## src/rtl/mst_pkg.sv

```systemverilog
`default_nettype none
// ----------------------------------------------------------------------------
// mst_pkg
// Shared widths, event codes, flag positions and control structs of the
// multitouch slot tracker.
// ----------------------------------------------------------------------------
package mst_pkg;

    localparam int SLOT_COUNT = 10;
    localparam int SLOT_W     = (SLOT_COUNT > 1) ? $clog2(SLOT_COUNT) : 1;

    localparam int TYPE_W     = 5;
    localparam int CODE_W     = 10;
    localparam int VALUE_W    = 32;
    localparam int KIND_W     = 2;
    localparam int SLOT_NUM_W = 4;
    localparam int COORD_W    = 16;
    localparam int FLAG_W     = 4;
    localparam int CFG_IDX_W  = 2;
    localparam int CFG_DATA_W = 1;

    // event types
    localparam logic [TYPE_W-1:0] EV_SYN = 5'd0;
    localparam logic [TYPE_W-1:0] EV_KEY = 5'd1;
    localparam logic [TYPE_W-1:0] EV_ABS = 5'd3;

    // event codes
    localparam logic [CODE_W-1:0] CODE_SYNC      = 10'h000;
    localparam logic [CODE_W-1:0] ABS_X          = 10'h000;
    localparam logic [CODE_W-1:0] ABS_Y          = 10'h001;
    localparam logic [CODE_W-1:0] CODE_MT_SEL    = 10'h02f;
    localparam logic [CODE_W-1:0] CODE_MT_X      = 10'h035;
    localparam logic [CODE_W-1:0] CODE_MT_Y      = 10'h036;
    localparam logic [CODE_W-1:0] CODE_MT_TRACK  = 10'h039;
    localparam logic [CODE_W-1:0] CODE_TOUCH_KEY = 10'h14a;

    localparam logic [VALUE_W-1:0] ID_NONE   = 32'hFFFF_FFFF;
    localparam logic [VALUE_W-1:0] KEY_PRESS = 32'd1;
    localparam logic [VALUE_W-1:0] KEY_LIFT  = 32'd0;

    // result kinds
    localparam logic [KIND_W-1:0] KIND_DOWN = 2'd0;
    localparam logic [KIND_W-1:0] KIND_UP   = 2'd1;
    localparam logic [KIND_W-1:0] KIND_MOVE = 2'd2;

    // flag bit positions
    localparam int FLAG_ACTIVE = 0;
    localparam int FLAG_POS    = 1;
    localparam int FLAG_DOWN   = 2;
    localparam int FLAG_UP     = 3;

    // configuration register indexes
    localparam logic [CFG_IDX_W-1:0] CFG_MULTITOUCH_MODE = 2'd0;
    localparam logic [CFG_IDX_W-1:0] CFG_IGNORE_SINGLE   = 2'd1;

    typedef struct packed {
        logic apply_event;
        logic scan_start;
        logic scan_step;
    } t_ctrl_cmd;

    typedef struct packed {
        logic in_sync;
        logic cur_emit;
        logic out_free;
        logic idx_last;
    } t_dp_status;

endpackage
`default_nettype wire

```

## src/rtl/mst_if.sv

```systemverilog
`default_nettype none
// ----------------------------------------------------------------------------
// mst_if
// Valid/ready channels of the slot tracker: events in, touch results out,
// configuration writes.
// ----------------------------------------------------------------------------
interface mst_evt_if;
    logic                                 valid;
    logic                                 ready;
    logic [mst_pkg::TYPE_W-1:0]           event_type;
    logic [mst_pkg::CODE_W-1:0]           event_code;
    logic signed [mst_pkg::VALUE_W-1:0]   event_value;

    modport source (output valid, event_type, event_code, event_value, input ready);
    modport sink   (input valid, event_type, event_code, event_value, output ready);
endinterface

interface mst_touch_if;
    logic                                 valid;
    logic                                 ready;
    logic [mst_pkg::KIND_W-1:0]           touch_kind;
    logic [mst_pkg::SLOT_NUM_W-1:0]       slot_number;
    logic signed [mst_pkg::VALUE_W-1:0]   contact_id;
    logic [mst_pkg::COORD_W-1:0]          pos_x;
    logic [mst_pkg::COORD_W-1:0]          pos_y;
    logic                                 last_of_frame;

    modport source (output valid, touch_kind, slot_number, contact_id, pos_x, pos_y,
                    last_of_frame, input ready);
    modport sink   (input valid, touch_kind, slot_number, contact_id, pos_x, pos_y,
                    last_of_frame, output ready);
endinterface

interface mst_cfg_if;
    logic                                 valid;
    logic                                 ready;
    logic [mst_pkg::CFG_IDX_W-1:0]        index;
    logic [mst_pkg::CFG_DATA_W-1:0]       data;

    modport source (output valid, index, data, input ready);
    modport sink   (input valid, index, data, output ready);
endinterface
`default_nettype wire

```

## src/rtl/multitouch_slot_tracker.sv

```systemverilog
`default_nettype none
// ----------------------------------------------------------------------------
// multitouch_slot_tracker
// Keeps a table of finger slots from evdev-style events and reports down,
// up and move results for each sync report.
// ----------------------------------------------------------------------------
//  port      dir  beat
//  i_evt     in   event_type, event_code, event_value
//  o_touch   out  touch_kind, slot_number, contact_id, pos_x, pos_y, last_of_frame
//  i_cfg     in   index, data (0 multitouch_mode, 1 ignore_single)
//
//  A non-sync event is applied to the slot table when it is accepted. A sync
//  report is accepted, then the scan steps through every slot of the table
//  in order, stalling while a reporting slot waits on a full output register.
//  Synchronous reset restores the slot table and control registers.
//  Events are held off during a scan; a waiting result does not block events.
// ----------------------------------------------------------------------------
module multitouch_slot_tracker (
    input  logic         i_clk,
    input  logic         i_rst_n,
    mst_evt_if.sink      i_evt,
    mst_touch_if.source  o_touch,
    mst_cfg_if.sink      i_cfg
);

    mst_pkg::t_ctrl_cmd   w_cmd;
    mst_pkg::t_dp_status  w_sts;
    logic                 w_in_ready;

    assign i_evt.ready = w_in_ready;

    mst_ctrl u_ctrl (
        .i_clk      (i_clk),
        .i_rst_n    (i_rst_n),
        .i_in_valid (i_evt.valid),
        .o_in_ready (w_in_ready),
        .i_sts      (w_sts),
        .o_cmd      (w_cmd)
    );

    mst_dp u_dp (
        .i_clk         (i_clk),
        .i_rst_n       (i_rst_n),
        .i_cmd         (w_cmd),
        .o_sts         (w_sts),
        .i_event_type  (i_evt.event_type),
        .i_event_code  (i_evt.event_code),
        .i_event_value (i_evt.event_value),
        .i_cfg         (i_cfg),
        .o_touch       (o_touch)
    );

    a_no_overwrite: assert property (@(posedge i_clk) disable iff (!i_rst_n)
        w_cmd.scan_step && w_sts.cur_emit |-> w_sts.out_free)
        else $error("result stored over an undelivered beat");

    a_scan_holds_input: assert property (@(posedge i_clk) disable iff (!i_rst_n)
        w_cmd.scan_start |=> !i_evt.ready)
        else $error("event beat taken during a scan");

    a_last_on_final: assert property (@(posedge i_clk) disable iff (!i_rst_n)
        w_cmd.scan_step && w_sts.idx_last && w_sts.cur_emit
        |=> o_touch.valid && o_touch.last_of_frame)
        else $error("final slot result not marked last");

endmodule
`default_nettype wire

```

## src/rtl/mst_ctrl.sv

```systemverilog
`default_nettype none
// ----------------------------------------------------------------------------
// mst_ctrl
// Controller: takes event beats while idle and steps the slot scan of a sync
// report, one slot per cycle, stalling while a result cannot be stored.
// ----------------------------------------------------------------------------
module mst_ctrl (
    input  logic                  i_clk,
    input  logic                  i_rst_n,
    input  logic                  i_in_valid,
    output logic                  o_in_ready,
    input  mst_pkg::t_dp_status   i_sts,
    output mst_pkg::t_ctrl_cmd    o_cmd
);

    localparam logic ST_IDLE = 1'b0;
    localparam logic ST_SCAN = 1'b1;

    logic r_state;
    logic n_state;

    always_comb begin
        n_state          = r_state;
        o_in_ready       = 1'b0;
        o_cmd            = '0;
        unique case (r_state)
            ST_IDLE: begin
                o_in_ready        = 1'b1;
                o_cmd.apply_event = i_in_valid && !i_sts.in_sync;
                o_cmd.scan_start  = i_in_valid && i_sts.in_sync;
                if (o_cmd.scan_start) begin
                    n_state = ST_SCAN;
                end
            end
            ST_SCAN: begin
                o_cmd.scan_step = !i_sts.cur_emit || i_sts.out_free;
                if (o_cmd.scan_step && i_sts.idx_last) begin
                    n_state = ST_IDLE;
                end
            end
        endcase
    end

    always_ff @(posedge i_clk) begin
        if (!i_rst_n) begin
            r_state <= ST_IDLE;
        end else begin
            r_state <= n_state;
        end
    end

endmodule
`default_nettype wire

```

## src/rtl/mst_dp.sv

```systemverilog
`default_nettype none
// ----------------------------------------------------------------------------
// mst_dp
// Datapath: configuration registers, event decode, slot table, scan index
// and the result output register.
// ----------------------------------------------------------------------------
module mst_dp (
    input  logic                                i_clk,
    input  logic                                i_rst_n,
    input  mst_pkg::t_ctrl_cmd                  i_cmd,
    output mst_pkg::t_dp_status                 o_sts,
    input  logic [mst_pkg::TYPE_W-1:0]          i_event_type,
    input  logic [mst_pkg::CODE_W-1:0]          i_event_code,
    input  logic signed [mst_pkg::VALUE_W-1:0]  i_event_value,
    mst_cfg_if.sink                             i_cfg,
    mst_touch_if.source                         o_touch
);

    localparam int SC = mst_pkg::SLOT_COUNT;
    localparam int SW = mst_pkg::SLOT_W;

    logic                            r_mt_mode;
    logic                            r_ignore_single;
    logic [SW-1:0]                   r_sel;
    logic                            r_sel_valid;
    logic [SW-1:0]                   r_idx;

    logic [mst_pkg::FLAG_W-1:0]      r_flags [SC];
    logic [mst_pkg::VALUE_W-1:0]     r_id    [SC];
    logic [mst_pkg::COORD_W-1:0]     r_x     [SC];
    logic [mst_pkg::COORD_W-1:0]     r_y     [SC];
    logic [mst_pkg::FLAG_W-1:0]      n_flags [SC];
    logic [mst_pkg::VALUE_W-1:0]     n_id    [SC];
    logic [mst_pkg::COORD_W-1:0]     n_x     [SC];
    logic [mst_pkg::COORD_W-1:0]     n_y     [SC];

    logic                            r_out_valid;
    logic [mst_pkg::KIND_W-1:0]      r_out_kind;
    logic [mst_pkg::SLOT_NUM_W-1:0]  r_out_slot;
    logic [mst_pkg::VALUE_W-1:0]     r_out_id;
    logic [mst_pkg::COORD_W-1:0]     r_out_x;
    logic [mst_pkg::COORD_W-1:0]     r_out_y;
    logic                            r_out_last;

    logic [mst_pkg::VALUE_W-1:0]     w_val;
    logic [mst_pkg::COORD_W-1:0]     w_coord;
    logic                            w_ev_slot;
    logic                            w_ev_down;
    logic                            w_ev_up;
    logic                            w_ev_x;
    logic                            w_ev_y;
    logic [SW-1:0]                   w_tgt;
    logic [mst_pkg::VALUE_W-1:0]     w_new_id;
    logic [SC-1:0]                   w_emit;
    logic [SC-1:0]                   w_after;
    logic [mst_pkg::FLAG_W-1:0]      w_cur_flags;
    logic [mst_pkg::KIND_W-1:0]      w_kind;
    logic [mst_pkg::VALUE_W-1:0]     w_id;
    logic                            w_load;

    assign w_val = i_event_value;

    // clamp to 0..65535
    always_comb begin
        if (w_val[mst_pkg::VALUE_W-1]) begin
            w_coord = '0;
        end else if (|w_val[mst_pkg::VALUE_W-2:mst_pkg::COORD_W]) begin
            w_coord = '1;
        end else begin
            w_coord = w_val[mst_pkg::COORD_W-1:0];
        end
    end

    // configuration
    assign i_cfg.ready = 1'b1;

    always_ff @(posedge i_clk) begin
        if (!i_rst_n) begin
            r_mt_mode       <= 1'b1;
            r_ignore_single <= 1'b1;
        end else if (i_cfg.valid) begin
            unique case (i_cfg.index)
                mst_pkg::CFG_MULTITOUCH_MODE: r_mt_mode       <= i_cfg.data[0];
                mst_pkg::CFG_IGNORE_SINGLE:   r_ignore_single <= i_cfg.data[0];
                default: ;
            endcase
        end
    end

    // event decode
    always_comb begin
        w_ev_slot = 1'b0;
        w_ev_down = 1'b0;
        w_ev_up   = 1'b0;
        w_ev_x    = 1'b0;
        w_ev_y    = 1'b0;
        w_tgt     = r_mt_mode ? r_sel : '0;
        w_new_id  = r_mt_mode ? w_val : '0;
        if (r_mt_mode) begin
            if (i_event_type == mst_pkg::EV_ABS) begin
                priority if (i_event_code == mst_pkg::CODE_MT_SEL) begin
                    w_ev_slot = 1'b1;
                end else if (i_event_code == mst_pkg::CODE_MT_TRACK && r_sel_valid) begin
                    w_ev_up   = (w_val == mst_pkg::ID_NONE);
                    w_ev_down = (w_val != mst_pkg::ID_NONE);
                end else if (i_event_code == mst_pkg::CODE_MT_X && r_sel_valid) begin
                    w_ev_x = 1'b1;
                end else if (i_event_code == mst_pkg::CODE_MT_Y && r_sel_valid) begin
                    w_ev_y = 1'b1;
                end else begin
                end
            end
        end else if (!r_ignore_single) begin
            if (i_event_type == mst_pkg::EV_ABS) begin
                w_ev_x = (i_event_code == mst_pkg::ABS_X);
                w_ev_y = (i_event_code == mst_pkg::ABS_Y);
            end else if (i_event_type == mst_pkg::EV_KEY
                         && i_event_code == mst_pkg::CODE_TOUCH_KEY) begin
                w_ev_down = (w_val == mst_pkg::KEY_PRESS);
                w_ev_up   = (w_val == mst_pkg::KEY_LIFT);
            end
        end
    end

    assign o_sts.in_sync = (i_event_type == mst_pkg::EV_SYN)
                        && (i_event_code == mst_pkg::CODE_SYNC)
                        && (r_mt_mode || !r_ignore_single);

    always_ff @(posedge i_clk) begin
        if (!i_rst_n) begin
            r_sel       <= '0;
            r_sel_valid <= 1'b1;
        end else if (i_cmd.apply_event && w_ev_slot) begin
            if (w_val < mst_pkg::VALUE_W'(SC)) begin
                r_sel       <= w_val[SW-1:0];
                r_sel_valid <= 1'b1;
            end else begin
                r_sel_valid <= 1'b0;
            end
        end
    end

    // per-slot report flags
    always_comb begin
        for (int s = 0; s < SC; s++) begin
            w_emit[s]  = (r_flags[s][mst_pkg::FLAG_DOWN] && r_flags[s][mst_pkg::FLAG_POS])
                      || (r_flags[s][mst_pkg::FLAG_UP] && r_flags[s][mst_pkg::FLAG_ACTIVE])
                      || (r_flags[s][mst_pkg::FLAG_ACTIVE] && r_flags[s][mst_pkg::FLAG_POS]);
            w_after[s] = (SW'(s) > r_idx);
        end
    end

    assign w_cur_flags    = r_flags[r_idx];
    assign o_sts.cur_emit = w_emit[r_idx];
    assign o_sts.idx_last = (r_idx == SW'(SC - 1));
    assign o_sts.out_free = !r_out_valid || o_touch.ready;

    always_comb begin
        if (w_cur_flags[mst_pkg::FLAG_DOWN] && w_cur_flags[mst_pkg::FLAG_POS]) begin
            w_kind = mst_pkg::KIND_DOWN;
        end else if (w_cur_flags[mst_pkg::FLAG_UP]) begin
            w_kind = mst_pkg::KIND_UP;
        end else begin
            w_kind = mst_pkg::KIND_MOVE;
        end
        w_id = r_id[r_idx];
        if (w_kind == mst_pkg::KIND_UP && w_id == mst_pkg::ID_NONE) begin
            w_id = mst_pkg::VALUE_W'(r_idx);
        end
    end

    // slot table next state
    always_comb begin
        for (int s = 0; s < SC; s++) begin
            n_flags[s] = r_flags[s];
            n_id[s]    = r_id[s];
            n_x[s]     = r_x[s];
            n_y[s]     = r_y[s];
            if (i_cmd.apply_event && w_tgt == SW'(s)) begin
                if (w_ev_down) begin
                    n_id[s]                      = w_new_id;
                    n_flags[s][mst_pkg::FLAG_DOWN] = 1'b1;
                end
                if (w_ev_up) begin
                    n_flags[s][mst_pkg::FLAG_UP] = 1'b1;
                end
                if (w_ev_x) begin
                    n_x[s]                        = w_coord;
                    n_flags[s][mst_pkg::FLAG_POS] = 1'b1;
                end
                if (w_ev_y) begin
                    n_y[s]                        = w_coord;
                    n_flags[s][mst_pkg::FLAG_POS] = 1'b1;
                end
            end
            if (i_cmd.scan_step && r_idx == SW'(s)) begin
                if (r_flags[s][mst_pkg::FLAG_DOWN] && r_flags[s][mst_pkg::FLAG_POS]) begin
                    n_flags[s][mst_pkg::FLAG_ACTIVE] = 1'b1;
                    n_flags[s][mst_pkg::FLAG_DOWN]   = 1'b0;
                    n_flags[s][mst_pkg::FLAG_POS]    = 1'b0;
                end else if (r_flags[s][mst_pkg::FLAG_UP]) begin
                    if (r_flags[s][mst_pkg::FLAG_ACTIVE]) begin
                        n_flags[s][mst_pkg::FLAG_ACTIVE] = 1'b0;
                        n_id[s]                          = mst_pkg::ID_NONE;
                    end
                    n_flags[s][mst_pkg::FLAG_UP]  = 1'b0;
                    n_flags[s][mst_pkg::FLAG_POS] = 1'b0;
                end else if (r_flags[s][mst_pkg::FLAG_ACTIVE]
                             && r_flags[s][mst_pkg::FLAG_POS]) begin
                    n_flags[s][mst_pkg::FLAG_POS] = 1'b0;
                end
            end
        end
    end

    always_ff @(posedge i_clk) begin
        if (!i_rst_n) begin
            for (int s = 0; s < SC; s++) begin
                r_flags[s] <= '0;
                r_id[s]    <= mst_pkg::ID_NONE;
                r_x[s]     <= '0;
                r_y[s]     <= '0;
            end
        end else begin
            for (int s = 0; s < SC; s++) begin
                r_flags[s] <= n_flags[s];
                r_id[s]    <= n_id[s];
                r_x[s]     <= n_x[s];
                r_y[s]     <= n_y[s];
            end
        end
    end

    // scan index
    always_ff @(posedge i_clk) begin
        if (!i_rst_n) begin
            r_idx <= '0;
        end else if (i_cmd.scan_start) begin
            r_idx <= '0;
        end else if (i_cmd.scan_step) begin
            r_idx <= o_sts.idx_last ? '0 : r_idx + SW'(1);
        end
    end

    // output register
    assign w_load = i_cmd.scan_step && o_sts.cur_emit;

    always_ff @(posedge i_clk) begin
        if (!i_rst_n) begin
            r_out_valid <= 1'b0;
        end else if (w_load) begin
            r_out_valid <= 1'b1;
        end else if (o_touch.ready) begin
            r_out_valid <= 1'b0;
        end
    end

    always_ff @(posedge i_clk) begin
        if (w_load) begin
            r_out_kind <= w_kind;
            r_out_slot <= mst_pkg::SLOT_NUM_W'(r_idx);
            r_out_id   <= w_id;
            r_out_x    <= r_x[r_idx];
            r_out_y    <= r_y[r_idx];
            r_out_last <= ~|(w_emit & w_after);
        end
    end

    assign o_touch.valid         = r_out_valid;
    assign o_touch.touch_kind    = r_out_kind;
    assign o_touch.slot_number   = r_out_slot;
    assign o_touch.contact_id    = r_out_id;
    assign o_touch.pos_x         = r_out_x;
    assign o_touch.pos_y         = r_out_y;
    assign o_touch.last_of_frame = r_out_last;

endmodule
`default_nettype wire
```

## src/flat_wrapper.sv

```systemverilog
// flat-port wrapper written by rule: the top's interface ports become plain ports
module multitouch_slot_tracker_flat 
  (i_clk, i_rst_n, i_evt_valid, i_evt_event_type, i_evt_event_code, i_evt_event_value, i_evt_ready, o_touch_valid, o_touch_touch_kind, o_touch_slot_number, o_touch_contact_id, o_touch_pos_x, o_touch_pos_y, o_touch_last_of_frame, o_touch_ready, i_cfg_valid, i_cfg_index, i_cfg_data, i_cfg_ready);
  mst_evt_if i_evt_i ();
  mst_touch_if o_touch_i ();
  mst_cfg_if i_cfg_i ();
  input  logic i_clk;
  input  logic i_rst_n;
  input wire logic [$bits(i_evt_i.valid)-1:0] i_evt_valid;
  input wire logic [$bits(i_evt_i.event_type)-1:0] i_evt_event_type;
  input wire logic [$bits(i_evt_i.event_code)-1:0] i_evt_event_code;
  input wire logic [$bits(i_evt_i.event_value)-1:0] i_evt_event_value;
  output wire logic [$bits(i_evt_i.ready)-1:0] i_evt_ready;
  output wire logic [$bits(o_touch_i.valid)-1:0] o_touch_valid;
  output wire logic [$bits(o_touch_i.touch_kind)-1:0] o_touch_touch_kind;
  output wire logic [$bits(o_touch_i.slot_number)-1:0] o_touch_slot_number;
  output wire logic [$bits(o_touch_i.contact_id)-1:0] o_touch_contact_id;
  output wire logic [$bits(o_touch_i.pos_x)-1:0] o_touch_pos_x;
  output wire logic [$bits(o_touch_i.pos_y)-1:0] o_touch_pos_y;
  output wire logic [$bits(o_touch_i.last_of_frame)-1:0] o_touch_last_of_frame;
  input wire logic [$bits(o_touch_i.ready)-1:0] o_touch_ready;
  input wire logic [$bits(i_cfg_i.valid)-1:0] i_cfg_valid;
  input wire logic [$bits(i_cfg_i.index)-1:0] i_cfg_index;
  input wire logic [$bits(i_cfg_i.data)-1:0] i_cfg_data;
  output wire logic [$bits(i_cfg_i.ready)-1:0] i_cfg_ready;
  assign i_evt_i.valid = i_evt_valid;
  assign i_evt_i.event_type = i_evt_event_type;
  assign i_evt_i.event_code = i_evt_event_code;
  assign i_evt_i.event_value = i_evt_event_value;
  assign i_evt_ready = i_evt_i.ready;
  assign o_touch_valid = o_touch_i.valid;
  assign o_touch_touch_kind = o_touch_i.touch_kind;
  assign o_touch_slot_number = o_touch_i.slot_number;
  assign o_touch_contact_id = o_touch_i.contact_id;
  assign o_touch_pos_x = o_touch_i.pos_x;
  assign o_touch_pos_y = o_touch_i.pos_y;
  assign o_touch_last_of_frame = o_touch_i.last_of_frame;
  assign o_touch_i.ready = o_touch_ready;
  assign i_cfg_i.valid = i_cfg_valid;
  assign i_cfg_i.index = i_cfg_index;
  assign i_cfg_i.data = i_cfg_data;
  assign i_cfg_ready = i_cfg_i.ready;
  multitouch_slot_tracker u_core (.i_clk(i_clk), .i_rst_n(i_rst_n), .i_evt(i_evt_i), .o_touch(o_touch_i), .i_cfg(i_cfg_i));
endmodule
```

## config.mk

```make
export PLATFORM = sky130hd
export DESIGN_NAME = multitouch_slot_tracker_flat
export DESIGN_NICKNAME = d
export VERILOG_FILES = /design/src/rtl/mst_pkg.sv /design/src/rtl/mst_if.sv /design/src/rtl/multitouch_slot_tracker.sv /design/src/rtl/mst_ctrl.sv /design/src/rtl/mst_dp.sv /design/src/flat_wrapper.sv
export SDC_FILE = /design/constraint.sdc
export NUM_CORES = 1
export LEC_CHECK = 0
export ABC_AREA = 1
export BUFFER_PORTS_ARGS = -buffer_cell sky130_fd_sc_hd__buf_2
export CAP_MARGIN = 20
export CORE_UTILIZATION = 23
export DETAILED_ROUTE_END_ITERATION = 10
export PLACE_DENSITY = 0.37
export SETUP_SLACK_MARGIN = 0.02
export SYNTH_ARGS = -nofsm -noshare
export SYNTH_HDL_FRONTEND = slang
export SYNTH_SLANG_ARGS = --single-unit
```

## constraint.sdc

```tcl
create_clock -name i_clk -period 4.05 [get_ports i_clk]
set_input_delay 1.0125 -clock i_clk [delete_from_list [all_inputs] [get_ports i_clk]]
set_output_delay 1.0125 -clock i_clk [all_outputs]
set_load 0.01 [all_outputs]
```

==> flow_metrics.env, run 1 <==
export IMPL_status="finished clean"
export IMPL_io_buffers=127
export IMPL_synth_fp_nets=4337
export IMPL_hold_buffers=0
export IMPL_yosysUniqueCellTypes=46
export IMPL_dp_hpwl_um=92040
export IMPL_cp_start_kind="flip-flop"
export IMPL_hold_path_depth=2
export IMPL_rows=143
export IMPL_drc=0
export IMPL_worstMarginPinSlew_ns=1.121
export IMPL_clock_fmax_mhz=299.6
export IMPL_clk_latency_ns=0.71
export IMPL_cts_resized=0
export IMPL_synth_seq_area_share=0.5430
export IMPL_ir_worst_vdd_mv=0.2997
export IMPL_final_cells=6438
export IMPL_drt_first_pass_iters=5
export IMPL_layout_commonest_cell="nor2_1"
export IMPL_synthToLayoutAreaGrowth_pct=18.12
export IMPL_holdWs_ns=0.4598
export IMPL_synth_cells=4279
export IMPL_ant_nets=0
export IMPL_synth_edf_count=391
export IMPL_synth_seq_cells=768
export IMPL_wl_per_cell_um=24.65
export IMPL_p_per_area_nw_per_um2=417.8
export IMPL_grt_pass1_vias=30460
export IMPL_nets=4380
export IMPL_antenna_found_initial=3
export IMPL_slew_headroom=0.2519
export IMPL_worstPathArrival_ns=3.79
export IMPL_slew_viol_final=0
export IMPL_grt_pass1_wl_um=227500
export IMPL_die_w_um=395.0
export IMPL_cts_root_buffer="clkbuf_16"
export IMPL_dpl_cell_count=6252
export IMPL_path_clk_slew_ns=0.06
export IMPL_vias=31660
export IMPL_finalHoldViolCount=0
export IMPL_cp_max_fo=44
export IMPL_track_usage=0.1983
export IMPL_routed_wl_um=158700
export IMPL_cap_viol_max_count=0
export IMPL_totalPowerFinal_mw=17.53
export IMPL_postSynthAreaPerCell_sq_um=8.301
export IMPL_multi_input_area_sq_um=14030
export IMPL_crit_type="reg -> reg"
export IMPL_drive_above_1_share=0.1184
export IMPL_setup_tns_final_ns=0
export IMPL_clockBufferDepth=3
export IMPL_r2r_cells=16
export IMPL_via_per_inst=4.917
export IMPL_setup_viol=0
export IMPL_finalCritPeriodShare=0.8242
export IMPL_grt_max_degree=127
export IMPL_period_needed_ns=3.338
export IMPL_fin_skew_ns=0.03245
export IMPL_numCtsBuffers=98
export IMPL_hold_path_class="reg -> reg"
export IMPL_yosysWarnings=0
export IMPL_dieArea_sq_um=156000
export IMPL_cts_tree="yes"
export IMPL_gp_congestion=0.8204
export IMPL_cp_required_ns=4.51
export IMPL_fill_cells=16390
export IMPL_end_kind="flip-flop"
export IMPL_layout_common_cells="nor2_1, o21ai_0, nand2_1"
export IMPL_rsz0062_at_grt="no"
export IMPL_start_util=0.2327
export IMPL_postCtsSetupBuffers=0
export IMPL_synthArstFlopShare=0
export IMPL_htreeDepth=3
export IMPL_syn_area_sq_um=35520
export IMPL_reg2reg_slack_ns=0.71
export IMPL_pin_count=129
export IMPL_grt_overflow=0
export IMPL_leakagePower_nw=15.36
export IMPL_drt_iter0_markers=2476
export IMPL_seq_area_sq_um=19300
export IMPL_synthFlopType="edfxtp_1"
export IMPL_core_area_sq_um=152600
export IMPL_cts_sinks=768
export IMPL_die_y_um=395.0
metal layers:
layer / share of wire / global-route usage / vias to the layer above
li1: - / - / 14770
met1: 0.45 / 0.2628 / 15790
met2: 0.48 / 0.3331 / 864
met3: 0.042 / 0.02517 / 234
met4: 0.032 / 0.06236 / 2
met5: 0.000082 / 0 / -
final timing paths:
check	startpoint	to
worst max-delay path	flip-flop	u_core.u_dp.o_touch.contact_id[14]
worst min-delay path	u_core.u_dp.r_id[3][6]	u_core.u_dp.r_id[3][6]
worst max register to register	flip-flop	u_core.u_dp.o_touch.contact_id[14]
worst min register to register	u_core.u_dp.r_id[3][6]	u_core.u_dp.r_id[3][6]
synthesized netlist by cell type (19+ instances only):
master / instances / area [sq um]
a211oi_1: 193 / 1449
a21oi_1: 169 / 845.8
a22oi_1: 21 / 157.7
buf_1: 20 / 75.07
buf_2: 78 / 390.4
buf_4: 19 / 142.6
clkbuf_1: 210 / 788.3
dfxtp_1: 377 / 7547
edfxtp_1: 391 / 11740
inv_1: 167 / 626.9
inv_2: 19 / 71.32
nand2_1: 494 / 1854
nand3_1: 151 / 755.7
nand4_1: 29 / 181.4
nor2_1: 1027 / 3855
o211ai_1: 51 / 382.9
o21ai_0: 650 / 3253
o21ai_1: 91 / 455.4
o22ai_1: 27 / 168.9
kinds of logic after synthesis:
family          count (synthesis)  share of synthesized area
flops                         768                     0.5430
mux                             1                  0.0002818
buf+inv                       534                    0.06467
other cells                     1                  0.0001056
simple gates                 1755                     0.1981
fa+ha+maj                       3                   0.001057
compound gates               1217                     0.1928
worst max-delay path, stage by stage (launching register included):
cell and delay (ns):
dfxtp_4 0.37, inv_4 0.45, buf_4 0.45, nor2_1 0.07
nor2_1 0.09, o21ai_0 0.09, nand3_1 0.09, nand3_1 0.09
nand2_1 0.13, nand2_1 0.15, nor2_1 0.23, nand2_1 0.13
nor2_4 0.17, nand3_4 0.17, buf_12 0.20, nand2_1 0.09
inv_2 0.03
registers in the layout (all words and copies together), names as in the netlist, named ones only:
signal                             cells
u_core.u_dp.r_y                      160
u_core.u_dp.r_idx                      4
u_core.u_ctrl.r_state                  1
u_core.u_dp.r_flags                   40
u_core.u_dp.o_touch.pos_y             16
u_core.u_dp.r_ignore_single            1
u_core.u_dp.r_sel_valid                1
u_core.u_dp.o_touch.contact_id        32
u_core.u_dp.o_touch.last_of_frame      1
u_core.u_dp.o_touch.slot_number        4
u_core.u_dp.o_touch.touch_kind         2
u_core.u_dp.o_touch.pos_x             16
u_core.u_dp.r_x                      160
u_core.u_dp.r_id                     320
u_core.u_dp.r_mt_mode                  1
u_core.u_dp.o_touch.valid              1
u_core.u_dp.r_sel                      4
through the flow:
step	worst slack [ns]	cell area, sq um	utilization
4_1_cts	0.7080	41960	0.2749
2_1_floorplan	0.5116	35520	-
6_report	0.7120	41960	0.2749
3_3_place_gp	0.4617	38810	0.2543
3_5_place_dp	0.4762	38810	0.2543
5_1_grt	0.5336	41960	0.2749
final cells by class:
cell class | count | area share
Clock buffer | 149 | 0.06808
Clock inverter | 36 | 0.006948
Timing Repair Buffer | 289 | 0.05293
Tap cell | 2030 | 0.06054
Sequential cell | 768 | 0.4600
Multi-Input combinational cell | 2977 | 0.3343
Antenna cell | 1 | 0.00005964
Inverter | 188 | 0.01718
power by group:
group	leakage [nW]	internal, mW	switching, mW
sequential	6.82	8.29	0.0355
clock	1.55	5.05	3.67
combinational	7.00	0.104	0.382
total	15.4	13.4	4.09
No activity file was read; power rests on OpenSTA's default activity.
==> inputs of run 2 (changes only) <==
--- a/config.mk
+++ b/config.mk
@@ -10,7 +10,7 @@
 export CAP_MARGIN = 20
 export CORE_UTILIZATION = 23
 export DETAILED_ROUTE_END_ITERATION = 10
-export PLACE_DENSITY = 0.37
+export PLACE_DENSITY = 0.38
 export SETUP_SLACK_MARGIN = 0.02
 export SYNTH_ARGS = -nofsm -noshare
 export SYNTH_HDL_FRONTEND = slang
==> constraint.sdc (replaced) <==
create_clock -name i_clk -period 2.9 [get_ports i_clk]
set_input_delay 0.725 -clock i_clk [delete_from_list [all_inputs] [get_ports i_clk]]
set_output_delay 0.725 -clock i_clk [all_outputs]
set_load 0.01 [all_outputs]
==> flow_metrics.env, run 2 (synthesis results as in run 1) <==
export IMPL_status="finished clean"
export IMPL_cp_start_kind="flip-flop"
export IMPL_core_area_sq_um=152600
export IMPL_slew_viol_final=0
export IMPL_fill_cells=16270
export IMPL_crit_type="reg -> reg"
export IMPL_clockBufferDepth=3
export IMPL_grt_pass1_wl_um=212400
export IMPL_largest_register_ffs=320
export IMPL_track_usage=0.1802
export IMPL_layout_commonest_cell="nor2_1"
export IMPL_leakagePower_nw=16.71
export IMPL_finalHoldViolCount=0
export IMPL_postCtsSetupBuffers=0
export IMPL_drt_first_pass_iters=7
export IMPL_cts_root_buffer="clkbuf_16"
export IMPL_cap_viol_max_count=0
export IMPL_rsz0062_at_grt="no"
export IMPL_p_per_area_nw_per_um2=556.1
export IMPL_wl_per_cell_um=21.73
export IMPL_die_w_um=395.0
export IMPL_setup_tns_final_ns=0
export IMPL_worstPathArrival_ns=3.22
export IMPL_hold_path_class="in -> reg"
export IMPL_synthToLayoutAreaGrowth_pct=25.45
export IMPL_finalCritPeriodShare=0.9508
export IMPL_grt_pass1_vias=30620
export IMPL_path_clk_slew_ns=0.06
export IMPL_pin_count=129
export IMPL_die_y_um=395.0
export IMPL_drc=0
export IMPL_fin_skew_ns=0.02039
export IMPL_period_needed_ns=2.757
export IMPL_layout_common_cells="nor2_1, o21ai_0, nand2_1"
export IMPL_dpl_cell_area_sq_um=41290
export IMPL_antenna_found_initial=0
export IMPL_clk_latency_ns=0.70
export IMPL_gp_congestion=0.8095
export IMPL_io_buffers=127
export IMPL_vias=31190
export IMPL_cp_max_fo=28
export IMPL_nets=4526
export IMPL_setup_viol=0
export IMPL_fin_util=0.2920
export IMPL_dieArea_sq_um=156000
export IMPL_htreeDepth=3
export IMPL_numCtsBuffers=96
export IMPL_grt_overflow=0
export IMPL_cts_sinks=768
export IMPL_clock_fmax_mhz=362.7
export IMPL_rows=143
export IMPL_ir_worst_vdd_mv=0.4040
export IMPL_grt_max_degree=133
export IMPL_start_util=0.2327
export IMPL_totalPowerFinal_mw=24.78
export IMPL_final_cell_area_sq_um=44560
export IMPL_cts_tree="yes"
export IMPL_end_kind="flip-flop"
export IMPL_hold_buffers=0
export IMPL_worstMarginPinSlew_ns=1.071
export IMPL_routed_wl_um=142900
export IMPL_ant_nets=0
export IMPL_via_per_inst=4.743
export IMPL_regMostFlops="u_core.u_dp.r_id"
export IMPL_drive_above_1_share=0.1482
export IMPL_diodes=0
export IMPL_dp_hpwl_um=92470
export IMPL_slew_headroom=0.2850
export IMPL_top_regs="u_core.u_dp.r_id x320, u_core.u_dp.r_x x160, u_core.u_dp.r_y x160"
export IMPL_cp_required_ns=3.37
export IMPL_drt_iter0_markers=2354
run 2: per-stage QoR:
step | cells | setup slack, ns | hold slack, ns
detailed placement | 6400 | 0.001625 | 0.4460
floorplan | 4279 | -0.3509 | 0.4095
global route | 6577 | 0.02507 | 0.3095
finish | 6577 | 0.1425 | 0.3098
global placement | 6400 | -0.04016 | 0.4398
CTS | 6577 | 0.06224 | 0.2481
run 2: final timing paths:
| check | depth (start not counted) | from | to | slack, ns |
|---|---|---|---|---|
| setup reg to reg | 16 | flip-flop | u_core.u_dp.o_touch.contact_id[14] | 0.14 |
| hold reg to reg | 2 | u_core.u_dp.r_id[3][7] | u_core.u_dp.r_id[3][7] | 0.46 |
| hold / removal | 3 | i_cfg_data | u_core.u_dp.r_mt_mode | 0.31 |
| setup / recovery | 16 | flip-flop | u_core.u_dp.o_touch.contact_id[14] | 0.14 |
run 2: per-layer routing:
layer	global-route usage	part of all wire	wire length (um)
met5	0	0	0
met4	0.06035	0.032	4630
met3	0.02126	0.037	5248
met2	0.3087	0.49	69970
met1	0.2335	0.44	63070
run 2: repair_timing:
item,4_1_cts,5_1_grt
pin swaps,0,0
setup endpoints to repair,27,31
resized for setup,2,11
run 2: area by class of cell:
type / instances / area [sq um] / area share
sequential: 768 / 19300 / 0.4331
multi-input combinational: 2977 / 14060 / 0.3156
timing repair buffer: 437 / 4707 / 0.1056
clock buffer: 134 / 2706 / 0.06074
tap: 2030 / 2540 / 0.05700
inverter: 188 / 728.2 / 0.01634
clock inverter: 43 / 513.0 / 0.01151
run 2: power by group:
part	leakage, nW	total [mW]	internal (mW)	switching, mW
sequential	6.85	11.6	11.6	0.0479
clock	1.58	12.4	7.40	5.02
combinational	8.28	0.752	0.224	0.527
run 2: worst max-delay path: stages, from the launching register on:
cell and delay [ns]:
dfxtp_4 0.44, buf_12 0.20, buf_12 0.17, nor2_1 0.05, nor2_1 0.08, o21ai_0 0.10, o211ai_1 0.09, nand3_1 0.21
nand2_1 0.19, nand2_1 0.14, nor2_2 0.19, nand2_1 0.11, nor2_4 0.13, nand3_4 0.10, buf_12 0.17, nand2_1 0.10
inv_2 0.03
